`config.mk`:
```
export PLATFORM = sky130hd
export DESIGN_NAME = skt_cell
export DESIGN_NICKNAME = d
export VERILOG_FILES = /design/src/design/skt_pkg.sv /design/src/design/skt_cell.sv
export SDC_FILE = /design/constraint.sdc
export NUM_CORES = 1
export LEC_CHECK = 0
export BUFFER_PORTS_ARGS = -buffer_cell sky130_fd_sc_hd__buf_2
export CORE_AREA = 2 2 213 215
export CTS_CLUSTER_SIZE = 8
export DETAILED_ROUTE_END_ITERATION = 8
export DIE_AREA = 0 0 215 217
export GPL_TIMING_DRIVEN = 0
export SLEW_MARGIN = 20
export SYNTH_ARGS = -nofsm -noshare
export SYNTH_HDL_FRONTEND = slang
export SYNTH_SLANG_ARGS = --single-unit
```
`constraint.sdc`:
```
create_clock -name aclk -period 8.28 [get_ports aclk]
set_input_delay 0.828 -clock aclk [delete_from_list [all_inputs] [get_ports aclk]]
set_output_delay 0.828 -clock aclk [all_outputs]
set_load 0.01 [all_outputs]
```
`src/design/skt_pkg.sv`:
```
package skt_pkg;

    // widths fixed by the request and result formats
    localparam int KEY_W   = 64;
    localparam int PAY_W   = 16;
    localparam int POS_W   = 5;
    localparam int TOTAL_W = 6;

    // defaults for the top level parameters
    localparam int CAPACITY_DEF = 32;
    localparam int KEY_BITS_DEF = 64;

    // request codes
    localparam logic [1:0] REQ_FIND   = 2'd0;
    localparam logic [1:0] REQ_ADD    = 2'd1;
    localparam logic [1:0] REQ_REMOVE = 2'd2;

    // status codes
    localparam logic [1:0] ST_OK        = 2'd0;
    localparam logic [1:0] ST_PRESENT   = 2'd1;
    localparam logic [1:0] ST_NOT_FOUND = 2'd2;
    localparam logic [1:0] ST_FULL      = 2'd3;

    // request wave travelling down the cell chain
    typedef struct packed {
        logic             valid;
        logic [1:0]       req;
        logic [KEY_W-1:0] key;
        logic [PAY_W-1:0] pay;
        logic             done;      // a cell has settled the outcome
        logic             shifting;  // entries move from here on
        logic [1:0]       status;
        logic [POS_W-1:0] pos;
        logic [PAY_W-1:0] fpay;
        logic [KEY_W-1:0] carry_key; // entry pushed up by an add
        logic [PAY_W-1:0] carry_pay;
    } wave_t;

endpackage

```
`src/design/skt_cell.sv`:
```
module skt_cell
    import skt_pkg::*;
#(
    parameter int KEY_BITS = KEY_BITS_DEF,
    parameter int CAPACITY = CAPACITY_DEF,
    parameter int COUNT_W  = 6,
    parameter int INDEX    = 0
) (
    input  logic                aclk,
    input  logic                aresetn,
    input  logic [COUNT_W-1:0]  count_i,
    input  wave_t               wave_i,
    input  logic [KEY_BITS-1:0] nb_key_i,
    input  logic [PAY_W-1:0]    nb_pay_i,
    output wave_t               wave_o,
    output logic [KEY_BITS-1:0] key_o,
    output logic [PAY_W-1:0]    pay_o
);

    logic [KEY_BITS-1:0] key_reg, key_next;
    logic [PAY_W-1:0]    pay_reg, pay_next;
    wave_t               wave_reg, wave_next;
    logic                occupied;
    logic                less;
    logic                eq;

    always_comb begin
        occupied  = COUNT_W'(INDEX) < count_i;
        less      = occupied && (key_reg < wave_i.key[KEY_BITS-1:0]);
        eq        = occupied && (key_reg == wave_i.key[KEY_BITS-1:0]);
        wave_next = wave_i;
        key_next  = key_reg;
        pay_next  = pay_reg;
        if (wave_i.valid) begin
            if (wave_i.shifting) begin
                if (wave_i.req == REQ_ADD) begin
                    // swap with the entry carried from below
                    key_next            = wave_i.carry_key[KEY_BITS-1:0];
                    pay_next            = wave_i.carry_pay;
                    wave_next.carry_key = KEY_W'(key_reg);
                    wave_next.carry_pay = pay_reg;
                end else begin
                    key_next = nb_key_i;
                    pay_next = nb_pay_i;
                end
            end else if (!wave_i.done && !less) begin
                // first cell not below the key settles the request
                case (wave_i.req)
                    REQ_FIND: begin
                        wave_next.done = 1'b1;
                        if (eq) begin
                            wave_next.status = ST_OK;
                            wave_next.pos    = POS_W'(INDEX);
                            wave_next.fpay   = pay_reg;
                        end else begin
                            wave_next.status = ST_NOT_FOUND;
                        end
                    end
                    REQ_ADD: begin
                        wave_next.done = 1'b1;
                        if (eq) begin
                            wave_next.status = ST_PRESENT;
                        end else if (count_i == COUNT_W'(CAPACITY)) begin
                            // absent key but no room left
                            wave_next.status = ST_FULL;
                        end else begin
                            wave_next.status    = ST_OK;
                            wave_next.pos       = POS_W'(INDEX);
                            wave_next.shifting  = 1'b1;
                            wave_next.carry_key = KEY_W'(key_reg);
                            wave_next.carry_pay = pay_reg;
                            key_next            = wave_i.key[KEY_BITS-1:0];
                            pay_next            = wave_i.pay;
                        end
                    end
                    REQ_REMOVE: begin
                        wave_next.done = 1'b1;
                        if (eq) begin
                            wave_next.status   = ST_OK;
                            wave_next.pos      = POS_W'(INDEX);
                            wave_next.shifting = 1'b1;
                            key_next           = nb_key_i;
                            pay_next           = nb_pay_i;
                        end else begin
                            wave_next.status = ST_NOT_FOUND;
                        end
                    end
                    default: begin
                    end
                endcase
            end
        end
    end

    always_ff @(posedge aclk) begin
        if (!aresetn) begin
            wave_reg <= '0;
        end else begin
            wave_reg <= wave_next;
        end
        key_reg <= key_next;
        pay_reg <= pay_next;
    end

    assign wave_o = wave_reg;
    assign key_o  = key_reg;
    assign pay_o  = pay_reg;

endmodule
```
==> results by group, run 1 <==
Logic synthesis
  – Top cells by area, synth: dfxtp_1, edfxtp_1, mux2i_1, nand2_1, ha_1
  – Ys flop type: dfxtp_1
  – Number of flops mapped to enable cells by yosys: 80
  – Top-count cell post-synth: nand2_1
  – Netlist Area Pre-Place: 13000 µm²
  – Post-synthesis average cell area: 9.99 µm²
  – Area leader, netlist: dfxtp_1
  – Async S/R FF share, synth: 0%
  – YS warnings: 0
  – Syn nets: 1646
  – Most frequent cells after synthesis: nand2_1, dfxtp_1, mux2i_1, a21oi_1, and2_1
  – Sequential area share after synthesis: 47.4%
  – Post-synth top area share: 28.9%
  – Yosys reg bits: 268
  – Cells after Synth: 1302
  – Count of cell types in the netlist: 50

Global route
  – First-pass GRT wire length: 78300 µm
  – Largest net degree at the start of global routing: 22
  – Initial antenna violation count: 9
  – Gr ovfl total: 0
  – Vias in the first global route: 12000
  – GR Util All Layers: 22.5%

Worst setup path
  – R2R Setup Slk: 3.81 ns
  – R2R cell count: 10
  – Critical R2R Launch: key_o[46]
  – Crit Path Max Fanout: 10
  – Crit. Startpoint: wave_i[165]
  – Worst setup SP type: input port
  – Worst EP required: 8.72 ns
  – Worst r2r dst: wave_o[92]
  – CP arrival: 4.94 ns
  – Crit end category: flop
  – Setup CP Type: in2reg

STA
  – Hold Vio Cnt, Final: 0
  – Max-slew violations: 0
  – # setup viols final: 0
  – Rel. slew slack: 32.6%
  – Post-layout min period: 4.50 ns
  – Worst-Margin Slew: 1.01 ns
  – Setup TNS: 0 ns
  – Unrepaired setup endpoints after global routing: no
  – Worst setup margin: 3.78 ns
  – Period utilisation layout: 54.3%
  – Skew final: 0.0183 ns
  – FMAX: 222 MHz

Pwr
  – Switching power: 1000 µW
  – Sw Ratio: 27.7%
  – Leak: 8.49 nW
  – Reg power frac: 41.0%
  – Clock power frac: 43.3%
  – Logic pwr share: 15.7%
  – Max VDD drop: 0.143 mV
  – Total power: 3.61 mW
  – Internal power: 2.61 mW
  – Pwr/cell area: 203 nW/µm²

Clocking
  – Post-cts sizing count: 0
  – Root buf cell: clkbuf_16
  – Worst-Skew Late Latency: 0.56 ns
  – H-tree levels: 2
  – Maximum clock insertion buffer count: 3
  – CTS Buf Count: 40
  – CTS tree: built
  – Setup bufs post-CTS: 0
  – Post-CTS Hold Fix Bufs: 0
  – Clock transition at path regs: 0.06 ns
  – Clock sinks: 268

Final layout
  – Layout cells sized above 1: 32.4%
  – Layout area overhead: 36.6%
  – Finished Core Util: 39.8%
  – Final non-filler cell total: 2527
  – Fin nets: 2234

Die
  – Io pins: 544
  – Die height: 217 µm
  – Die area: 46700 µm²
  – CORE AREA: 44700 µm²
  – FP Rows: 78
  – Die W: 215 µm
  – Initial core utilization: 29.1%

Min path
  – Worst hold path class: in2reg
  – Worst hold start: wave_i[167]
  – Hold Path Sink: wave_o[167]
  – Hold path depth: 2

Placed design
  – GPL Wtd Cong: 0.888
  – Cell count after placement: 2448
  – Dpl ws: 3.12 ns
  – IO buf count: 542
  – Final HPWL from detailed placement: 43100 µm

Drt
  – ANT nets after route: 0
  – DRT iter0 DRCs: 714
  – WL per Instance: 21.7 µm
  – Residual DRC: 0
  – Routed vias: 12200
  – Detailed Route WL: 54800 µm
  – Drt via density: 4.84
  – Pre-Repair DR Iteration Count: 5

Run
  – Max Cap Viol: 0

Outcome
  – Outcome: completed
## cells by family after synthesis
kind of cell	share of synthesized area, %
buffers and inverters	4.55
muxes	13.6
AOI/OAI and AO/OA	12.1
DFF	47.4
and+or+nand+nor	15.8
adders and majority gates	6.54
## power groups by stage
stage                     registers [mW]  logic (mW)  clock network [mW]
final                               1.48       0.568                1.56
after global routing                1.49       0.619                1.65
after CTS                           1.48       0.570                1.60
after detailed placement            1.51       0.567                   0
after global placement              1.51       0.551                   0
after floorplan                     1.54       0.248                   0
## cells in the final DEF (no fill, tap or decap), types with 8 or more instances in the layout
cell / Yosys / routed
buf_2: 8 / 550
nand2_1: 238 / 238
dfxtp_1: 188 / 188
mux2i_1: 177 / 177
a21oi_1: 111 / 111
clkbuf_1: 66 / 91
and2_1: 83 / 83
edfxtp_1: 80 / 80
ha_1: 68 / 68
inv_1: 67 / 67
o211a_1: 63 / 63
clkbuf_16: 0 / 41
nor2b_1: 38 / 38
a211oi_1: 21 / 21
buf_1: 10 / 10
o21ai_0: 10 / 10
nand4_1: 9 / 9
diode_2: 0 / 8
## registers in the layout, indices dropped and copies added (netlist names)
register / flops
wave_o: 188
key_o: 64
pay_o: 16
## area by class of cell
class	instances	area [µm²]
diodes	8	20.0
plain buffers	85	337
clock buffers	68	1150
clock inverters	3	23.8
fillers	4628	26900
inverters	68	255
multi-input cells	881	6250
flip-flops and latches	268	6170
well taps	600	751
repair buffers	546	2820
## layer usage
layer	wire length (µm)	global-route usage [%]
met1	24100	29.8
met2	25800	36.8
met3	3460	4.26
met4	1470	7.56
met5	13	0
## worst max-delay path by stage
stage	depth (start not counted)	slack, ns	endpoint
final	12	3.78	wave_o[92]
after global routing	13	3.58	wave_o[63]
after CTS	11	3.70	wave_o[63]
after detailed placement	13	3.12	wave_o[63]
after global placement	11	-1.95	key_o[9]
after floorplan	10	1.85	key_o[0]
## metrics by stage
step | area [µm²] | hold WS [ns]
6_report | 17800 | 0.485
5_1_grt | 17800 | 0.472
4_1_cts | 17700 | 0.450
3_5_place_dp | 16600 | 0.571
3_3_place_gp | 16500 | 0.557
2_1_floorplan | 13000 | 0.598
## critical path, cell delays in order
cell and delay (ns):
buf_2 0.17, inv_1 0.10, ha_1 0.28, nand4_1 0.35, nor3_1 0.67, nand4_2 0.27, nor4_4 0.56, nand3_2 0.16
a2111oi_4 0.90, buf_6 0.28, mux2i_1 0.27, nor2b_1 0.07
Note: power is estimated with default switching activity, not from simulation.
==> run 2: changes to the inputs <==
Settings changed: ABC_AREA set to 1.
Clock period 8.28 ns to 4.6 ns, I/O delays scaled along.
==> run 2 against run 1 <==
  * Worst hold slack lost 0.38 ns
  * Highest routed layer unchanged
  * Sequential power increased by 83%
  * Largest cell class unchanged
  * First-iteration DRC count increased to 3.5 times the previous value
==> results by group, run 2 <==
Min path
  – Worst hold path class: in2reg
  – Worst hold start: wave_i[116]

Clocking
  – Root buf cell: clkbuf_16
  – CTS tree: built
  – Clock transition at path regs: 0.05 ns (about the same)
  – Clock sinks: 268 (unchanged)
  – CTS Buf Count: 39 (-2.5%)
  – Post-cts sizing count: 0 (unchanged)
  – Setup bufs post-CTS: 0 (unchanged)
  – Worst-Skew Late Latency: 0.56 ns (about the same)
  – Post-CTS Hold Fix Bufs: 0 (unchanged)
  – H-tree levels: 2 (unchanged)
  – Maximum clock insertion buffer count: 3 (unchanged)

Logic synthesis
  – Yosys reg bits: 268 (unchanged)
  – Sequential area share after synthesis: 35.3% (-12 points)
  – Cells after Synth: 2798 (+110%)
  – Most frequent cells after synthesis: nand2_1, o21ai_0, inv_1, nor2_1, a21oi_1
  – Area leader, netlist: nand2_1
  – Top-count cell post-synth: nand2_1
  – Post-synth top area share: 22.8% (-6.1 points)
  – YS warnings: 0 (unchanged)
  – Syn nets: 3142 (+91%)
  – Top cells by area, synth: nand2_1, dfxtp_1, edfxtp_1, o21ai_0, a21oi_1
  – Post-synthesis average cell area: 6.25 µm² (-37%)
  – Netlist Area Pre-Place: 17500 µm² (+34%)
  – Number of flops mapped to enable cells by yosys: 80 (unchanged)
  – Ys flop type: dfxtp_1
  – Count of cell types in the netlist: 32 (-36%)
  – Async S/R FF share, synth: 0% (unchanged)

Run
  – Max Cap Viol: 0 (unchanged)

STA
  – Skew final: 0.0203 ns (+0.00202 ns)
  – Rel. slew slack: 22.1% (-11 points)
  – Post-layout min period: 4.15 ns
  – FMAX: 241 MHz
  – Unrepaired setup endpoints after global routing: no
  – Fin Hold WS: 0.102 ns (-0.382 ns)
  – # setup viols final: 0 (unchanged)
  – Hold Vio Cnt, Final: 0 (unchanged)
  – Max-slew violations: 0 (unchanged)
  – Worst-Margin Slew: 1.17 ns (+0.158 ns)
  – Period utilisation layout: 90.1%

Worst setup path
  – Crit Path Max Fanout: 21 (+11)
  – Worst-path cell chain: ha_1, nand2_1, nor2_1, nand2_1, nor2_2, nand2_1, nand2_1, nand2_1, nand2_2, nand2_4, inv_2, buf_2, o211ai_1, a21oi_4, buf_16, buf_16
  – CP arrival: 4.40 ns (-0.54 ns)
  – Crit end category: flop
  – Worst path bufs/invs: 4 (+1)
  – Crit-path leading delay family: simple AND/OR/NAND/NOR gates
  – Crit. Startpoint: key_o[31]
  – Most frequent cell on the critical path: nand2_1
  – Worst setup SP type: flop
  – Setup CP Type: reg2reg
  – CP max stage delay: 0.55 ns (-0.35 ns)
  – Worst EP required: 4.86 ns (-3.86 ns)
  – CP max stage cell: a21oi_4
  – Critical R2R Launch: key_o[31]

Global route
  – Vias in the first global route: 19900 (+66%)
  – GR Util All Layers: 31.5% (+9.1 points)
  – First-pass GRT wire length: 115000 µm (+47%)
  – Largest net degree at the start of global routing: 22 (unchanged)
  – Initial antenna violation count: 4 (-5)
  – Gr ovfl total: 0 (unchanged)

Placed design
  – Cell count after placement: 3942 (+61%)
  – IO buf count: 540 (-0.37%)
  – GPL Wtd Cong: 0.899 (+1.2%)
  – Final HPWL from detailed placement: 56700 µm (+32%)

Pwr
  – Pwr/cell area: 316 nW/µm² (+56%)
  – Max VDD drop: 0.285 mV (+99%)
  – Leak: 12.0 nW (+42%)
  – Total power: 7.02 mW (+94%)

Drt
  – Pre-Repair DR Iteration Count: 7 (+2)
  – ANT nets after route: 0 (unchanged)
  – Routed vias: 21500 (+75%)
  – Residual DRC: 0 (unchanged)
  – Drt via density: 5.35 (+11%)
  – Detailed Route WL: 77000 µm (+40%)
  – WL per Instance: 19.2 µm (-12%)
  – DRT iter0 DRCs: 2527 (+250%)

Final layout
  – Layout area overhead: 26.9%
  – Fill cells: 4659 (+0.67%)
  – Fin nets: 3727 (+67%)
  – Layout cells sized above 1: 19.1% (-13 points)
  – Number of flip-flops in the largest register: 188 (unchanged)
  – Most common cell after layout, fill and taps aside: nand2_1
  – Final non-filler cell total: 4011 (+59%)
  – N_diodes: 0 (-8)
  – Most frequent cells in the layout: nand2_1, buf_2, o21ai_0, inv_1, nor2_1

Outcome
  – Outcome: completed

Die
  – FP Rows: 78 (unchanged)
  – Die area: 46700 µm² (unchanged)
  – Io pins: 544 (unchanged)
  – CORE AREA: 44700 µm² (unchanged)
  – Die height: 217 µm (unchanged)
  – Die W: 215 µm (unchanged)
  – Initial core utilization: 39.1% (+10 points)
run 2: cell count changes after synthesis, moves of 35 or more:
| cell | change |
|---|---|
| nand2_1 | +824 |
| o21ai_0 | +344 |
| nor2_1 | +210 |
| inv_1 | +179 |
| mux2i_1 | -177 |
| and2_1 | -83 |
| o22ai_1 | +80 |
| a21oi_1 | +79 |
| clkbuf_1 | +75 |
| o211a_1 | -63 |
| o21ai_1 | +52 |
| nor2b_1 | -38 |
| buf_2 | +35 |
run 2: worst paths after layout:
| kind | to | slack (ns) | depth (start not counted) |
|---|---|---|---|
| hold reg to reg | wave_o[92] | 0.63 | 2 |
| setup / recovery | key_o[15] | 0.45 | 16 |
| setup reg to reg | key_o[15] | 0.45 | 16 |
| hold / removal | wave_o[116] | 0.10 | 3 |
run 2: kinds of logic after synthesis:
kind of cell / after synthesis / share of synthesized area, %
AND/OR/NAND/NOR: 1315 / 28.8
flip-flops: 268 / 35.3
adder cells (fa/ha/maj): 68 / 4.87
buffers and inverters: 442 / 9.89
AO/OA/AOI/OAI: 705 / 21.2
run 2: power by group:
group          internal, mW  switching [mW]  total, mW
combinational         0.540           0.995       1.53
clock                  1.66            1.11       2.77
sequential             2.61          0.0980       2.71
total                  4.81            2.21       7.02
run 2: cell type report:
cell class	instances	area (µm²)	share of cell area, %
multi-input cells	2088	9590	43.2
flip-flops and latches	268	6170	27.8
repair buffers	544	2800	12.6
clock buffers	69	1140	5.14
inverters	251	942	4.25
plain buffers	191	788	3.55
well taps	600	751	3.38
run 2: metrics by stage:
stage / utilization (%) / setup WS, ns / setup TNS (ns) / area [µm²]
5_1_grt: 49.6 / 0.229 / 0 / 22200
2_1_floorplan: - / 0.826 / 0 / 17500
4_1_cts: 49.6 / 0.452 / 0 / 22200
6_report: 49.6 / 0.454 / 0 / 22200
3_3_place_gp: 46.8 / -1.60 / -126.92 / 20900
3_5_place_dp: 47.1 / 0.185 / 0 / 21000
run 2: routing by layer:
metal / wire length, µm / global-route usage, % / share of wire [%]
met4: 2480 / 10.2 / 3.2
met1: 31100 / 40.6 / 40
met3: 7660 / 7.24 / 10
met2: 35700 / 52.4 / 46
met5: 53 / 0 / 0.069
run 2: tightest hold or removal path, delay by kind of cell:
family                 cells  cell delay, ns
buffers and inverters      2            0.13
and+or+nand+nor            1            0.04
==> run 3: changes to the inputs <==
Settings changed: CELL_PAD_IN_SITES_DETAIL_PLACEMENT set to 2, CELL_PAD_IN_SITES_GLOBAL_PLACEMENT set to 2, CORE_AREA 2 2 213 215 to not set, CORE_ASPECT_RATIO set to 0.8, CORE_UTILIZATION set to 27, DIE_AREA 0 0 215 217 to not set, PLACE_DENSITY_LB_ADDON set to 0.1.
==> run 3 against run 2 <==
  * Via count up 1.8%
  * Worst setup slack worse by 0.19 ns
  * Cell count up 6.3%
  * Critical path type unchanged
  * Global-route usage down 2.3 points
  * Combinational power up 8%
  * Largest cell class unchanged
  * Highest routed layer unchanged
  * Largest power group unchanged
==> results by group, run 3 (synthesis results as in run 2) <==
Final layout
  – Layout area overhead: 29.3%
  – Most common cell after layout, fill and taps aside: nand2_1
  – Most frequent cells in the layout: nand2_1, buf_2, o21ai_0, inv_1, nor2_1
  – Layout cells sized above 1: 19.3% (+0.19 points)
  – Fin nets: 3729 (+0.054%)
  – Number of flip-flops in the largest register: 188 (unchanged)

Clocking
  – Setup bufs post-CTS: 0 (unchanged)
  – Maximum clock insertion buffer count: 3 (unchanged)
  – CTS tree: built
  – Post-cts sizing count: 0 (unchanged)
  – CTS Buf Count: 40 (+2.6%)
  – Post-CTS Hold Fix Bufs: 0 (unchanged)
  – Clock sinks: 268 (unchanged)
  – Clock transition at path regs: 0.06 ns (about the same)
  – H-tree levels: 2 (unchanged)
  – Worst-Skew Late Latency: 0.58 ns (+0.02 ns)
  – Root buf cell: clkbuf_16

Worst setup path
  – Crit end category: flop
  – Worst-path cell chain: ha_1, nand2_1, nor2_1, nand2_1, nor2_2, nand2_1, nand2_1, nand2_1, nand2_2, nand2_4, inv_2, buf_2, o211ai_1, a21oi_4, buf_16, buf_16
  – CP arrival: 4.60 ns (+0.20 ns)
  – Critical R2R Launch: key_o[31]
  – Worst path bufs/invs: 4 (unchanged)
  – Worst EP required: 4.86 ns (about the same)
  – Crit Path Max Fanout: 19 (-9.5%)
  – Setup CP Type: reg2reg
  – Most frequent cell on the critical path: nand2_1
  – Crit-path leading delay family: simple AND/OR/NAND/NOR gates
  – R2R Setup Slk: 0.26 ns (-0.19 ns)
  – R2R cell count: 16 (unchanged)
  – Worst r2r dst: key_o[11]
  – CP max stage delay: 0.56 ns (about the same)
  – CP max stage cell: a21oi_4
  – Worst setup SP type: flop

Die
  – Die W: 286 µm (+33%)
  – Io pins: 544 (unchanged)
  – Die area: 65700 µm² (+41%)
  – FP Rows: 83 (+6.4%)
  – Initial core utilization: 27.3% (-12 points)
  – Die height: 230 µm (+5.8%)
  – CORE AREA: 64100 µm² (+43%)

Global route
  – GR Util All Layers: 29.3% (-2.3 points)
  – Gr ovfl total: 0 (unchanged)
  – Largest net degree at the start of global routing: 20 (-9.1%)
  – Vias in the first global route: 23800 (+20%)
  – First-pass GRT wire length: 147000 µm (+28%)
  – Initial antenna violation count: 5 (+1)

STA
  – Post-layout min period: 4.34 ns (+0.192 ns)
  – Skew final: 0.0349 ns (+0.0146 ns)
  – Unrepaired setup endpoints after global routing: no
  – FMAX: 231 MHz (-4.4%)
  – # setup viols final: 0 (unchanged)
  – Fin Hold WS: 0.0909 ns (-0.0116 ns)
  – Worst setup margin: 0.262 ns (-0.192 ns)
  – Hold Vio Cnt, Final: 0 (unchanged)
  – Period utilisation layout: 94.3% (+4.2 points)
  – Max-slew violations: 0 (unchanged)
  – Setup TNS: 0 ns (unchanged)
  – Worst-Margin Slew: 1.20 ns (+0.0278 ns)
  – Rel. slew slack: 20.2% (-1.9 points)

Min path
  – Hold Path Sink: wave_o[105]
  – Worst hold start: wave_i[105]
  – Hold path depth: 3 (unchanged)
  – Worst hold path class: in2reg

Drt
  – Drt via density: 5.12 (-4.3%)
  – ANT nets after route: 0 (unchanged)
  – WL per Instance: 23.0 µm (+20%)
  – Pre-Repair DR Iteration Count: 5 (-2)
  – Detailed Route WL: 98200 µm (+28%)
  – DRT iter0 DRCs: 1140 (-55%)
  – Routed vias: 21800 (+1.8%)
  – Residual DRC: 0 (unchanged)

Placed design
  – Final HPWL from detailed placement: 75000 µm (+32%)
  – GPL Wtd Cong: 0.851 (-5.4%)
  – IO buf count: 540 (unchanged)
  – Dpl ws: -0.242 ns (-0.428 ns)

Run
  – Max Cap Viol: 0 (unchanged)

Pwr
  – Leak: 12.1 nW (+0.42%)
  – Pwr/cell area: 324 nW/µm² (+2.5%)
  – Max VDD drop: 0.223 mV (-22%)

Outcome
  – Outcome: completed
run 3: cell types whose count changed in the layout (fill, tap and decap cells not counted), moves of 2 or more:
cell      previous run  this run
buf_16               3         5
clkbuf_1           166       160
clkbuf_2             2         4
diode_2              0         2
run 3: metal layers:
layer	global-route usage, %	vias up	routed length, µm
met5	0	-	13
met2	48.7	568	45800
met4	9.43	2	2890
li1	-	10200	-
met3	4.72	143	4900
met1	38.3	11000	44600
run 3: metrics by stage:
stage	cell area, µm²	utilization, %	std cells	power [mW]
after detailed placement	21400	33.4	4193	4.40
after global routing	22600	35.3	4264	7.64
after CTS	22600	35.2	4263	7.37
after floorplan	17500	-	2798	3.58
final	22600	35.3	4265	7.32
after global placement	21300	33.2	4188	4.29
run 3: cell type report:
type / count / area (µm²)
inverter: 251 / 942
sequential: 268 / 6170
clock inverter: 3 / 25.0
clock buffer: 67 / 1160
tap: 850 / 1060
antenna: 2 / 5.00
fill: 7922 / 41500
timing repair buffer: 545 / 2840
multi-input combinational: 2088 / 9590
buffer: 191 / 791
run 3: worst reg2reg max path, cell delays in order (launching register included):
cell      delay, ns
edfxtp_1       0.47
ha_1           0.35
nand2_1        0.09
nor2_1         0.24
nand2_1        0.22
nor2_2         0.26
nand2_1        0.08
nand2_1        0.12
nand2_1        0.08
nand2_2        0.10
nand2_4        0.16
inv_2          0.32
buf_2          0.33
o211ai_1       0.20
a21oi_4        0.56
buf_16         0.25
buf_16         0.19
run 3: worst max-delay path by stage:
stage	depth (start not counted)	to	slack, ns	start
3_3_place_gp	5	key_o[30]	-1.88	wave_i[103]
2_1_floorplan	14	key_o[0]	0.83	key_o[31]
3_5_place_dp	7	key_o[11]	-0.24	wave_i[103]
5_1_grt	16	key_o[11]	0.12	key_o[31]
6_report	16	key_o[11]	0.26	key_o[31]
4_1_cts	16	key_o[11]	0.27	key_o[31]
run 3: report_power, final:
| group | internal (mW) | switching, mW |
|---|---|---|
| clock | 1.71 | 1.25 |
| combinational | 0.547 | 1.11 |
| sequential | 2.61 | 0.102 |
| total | 4.87 | 2.46 |
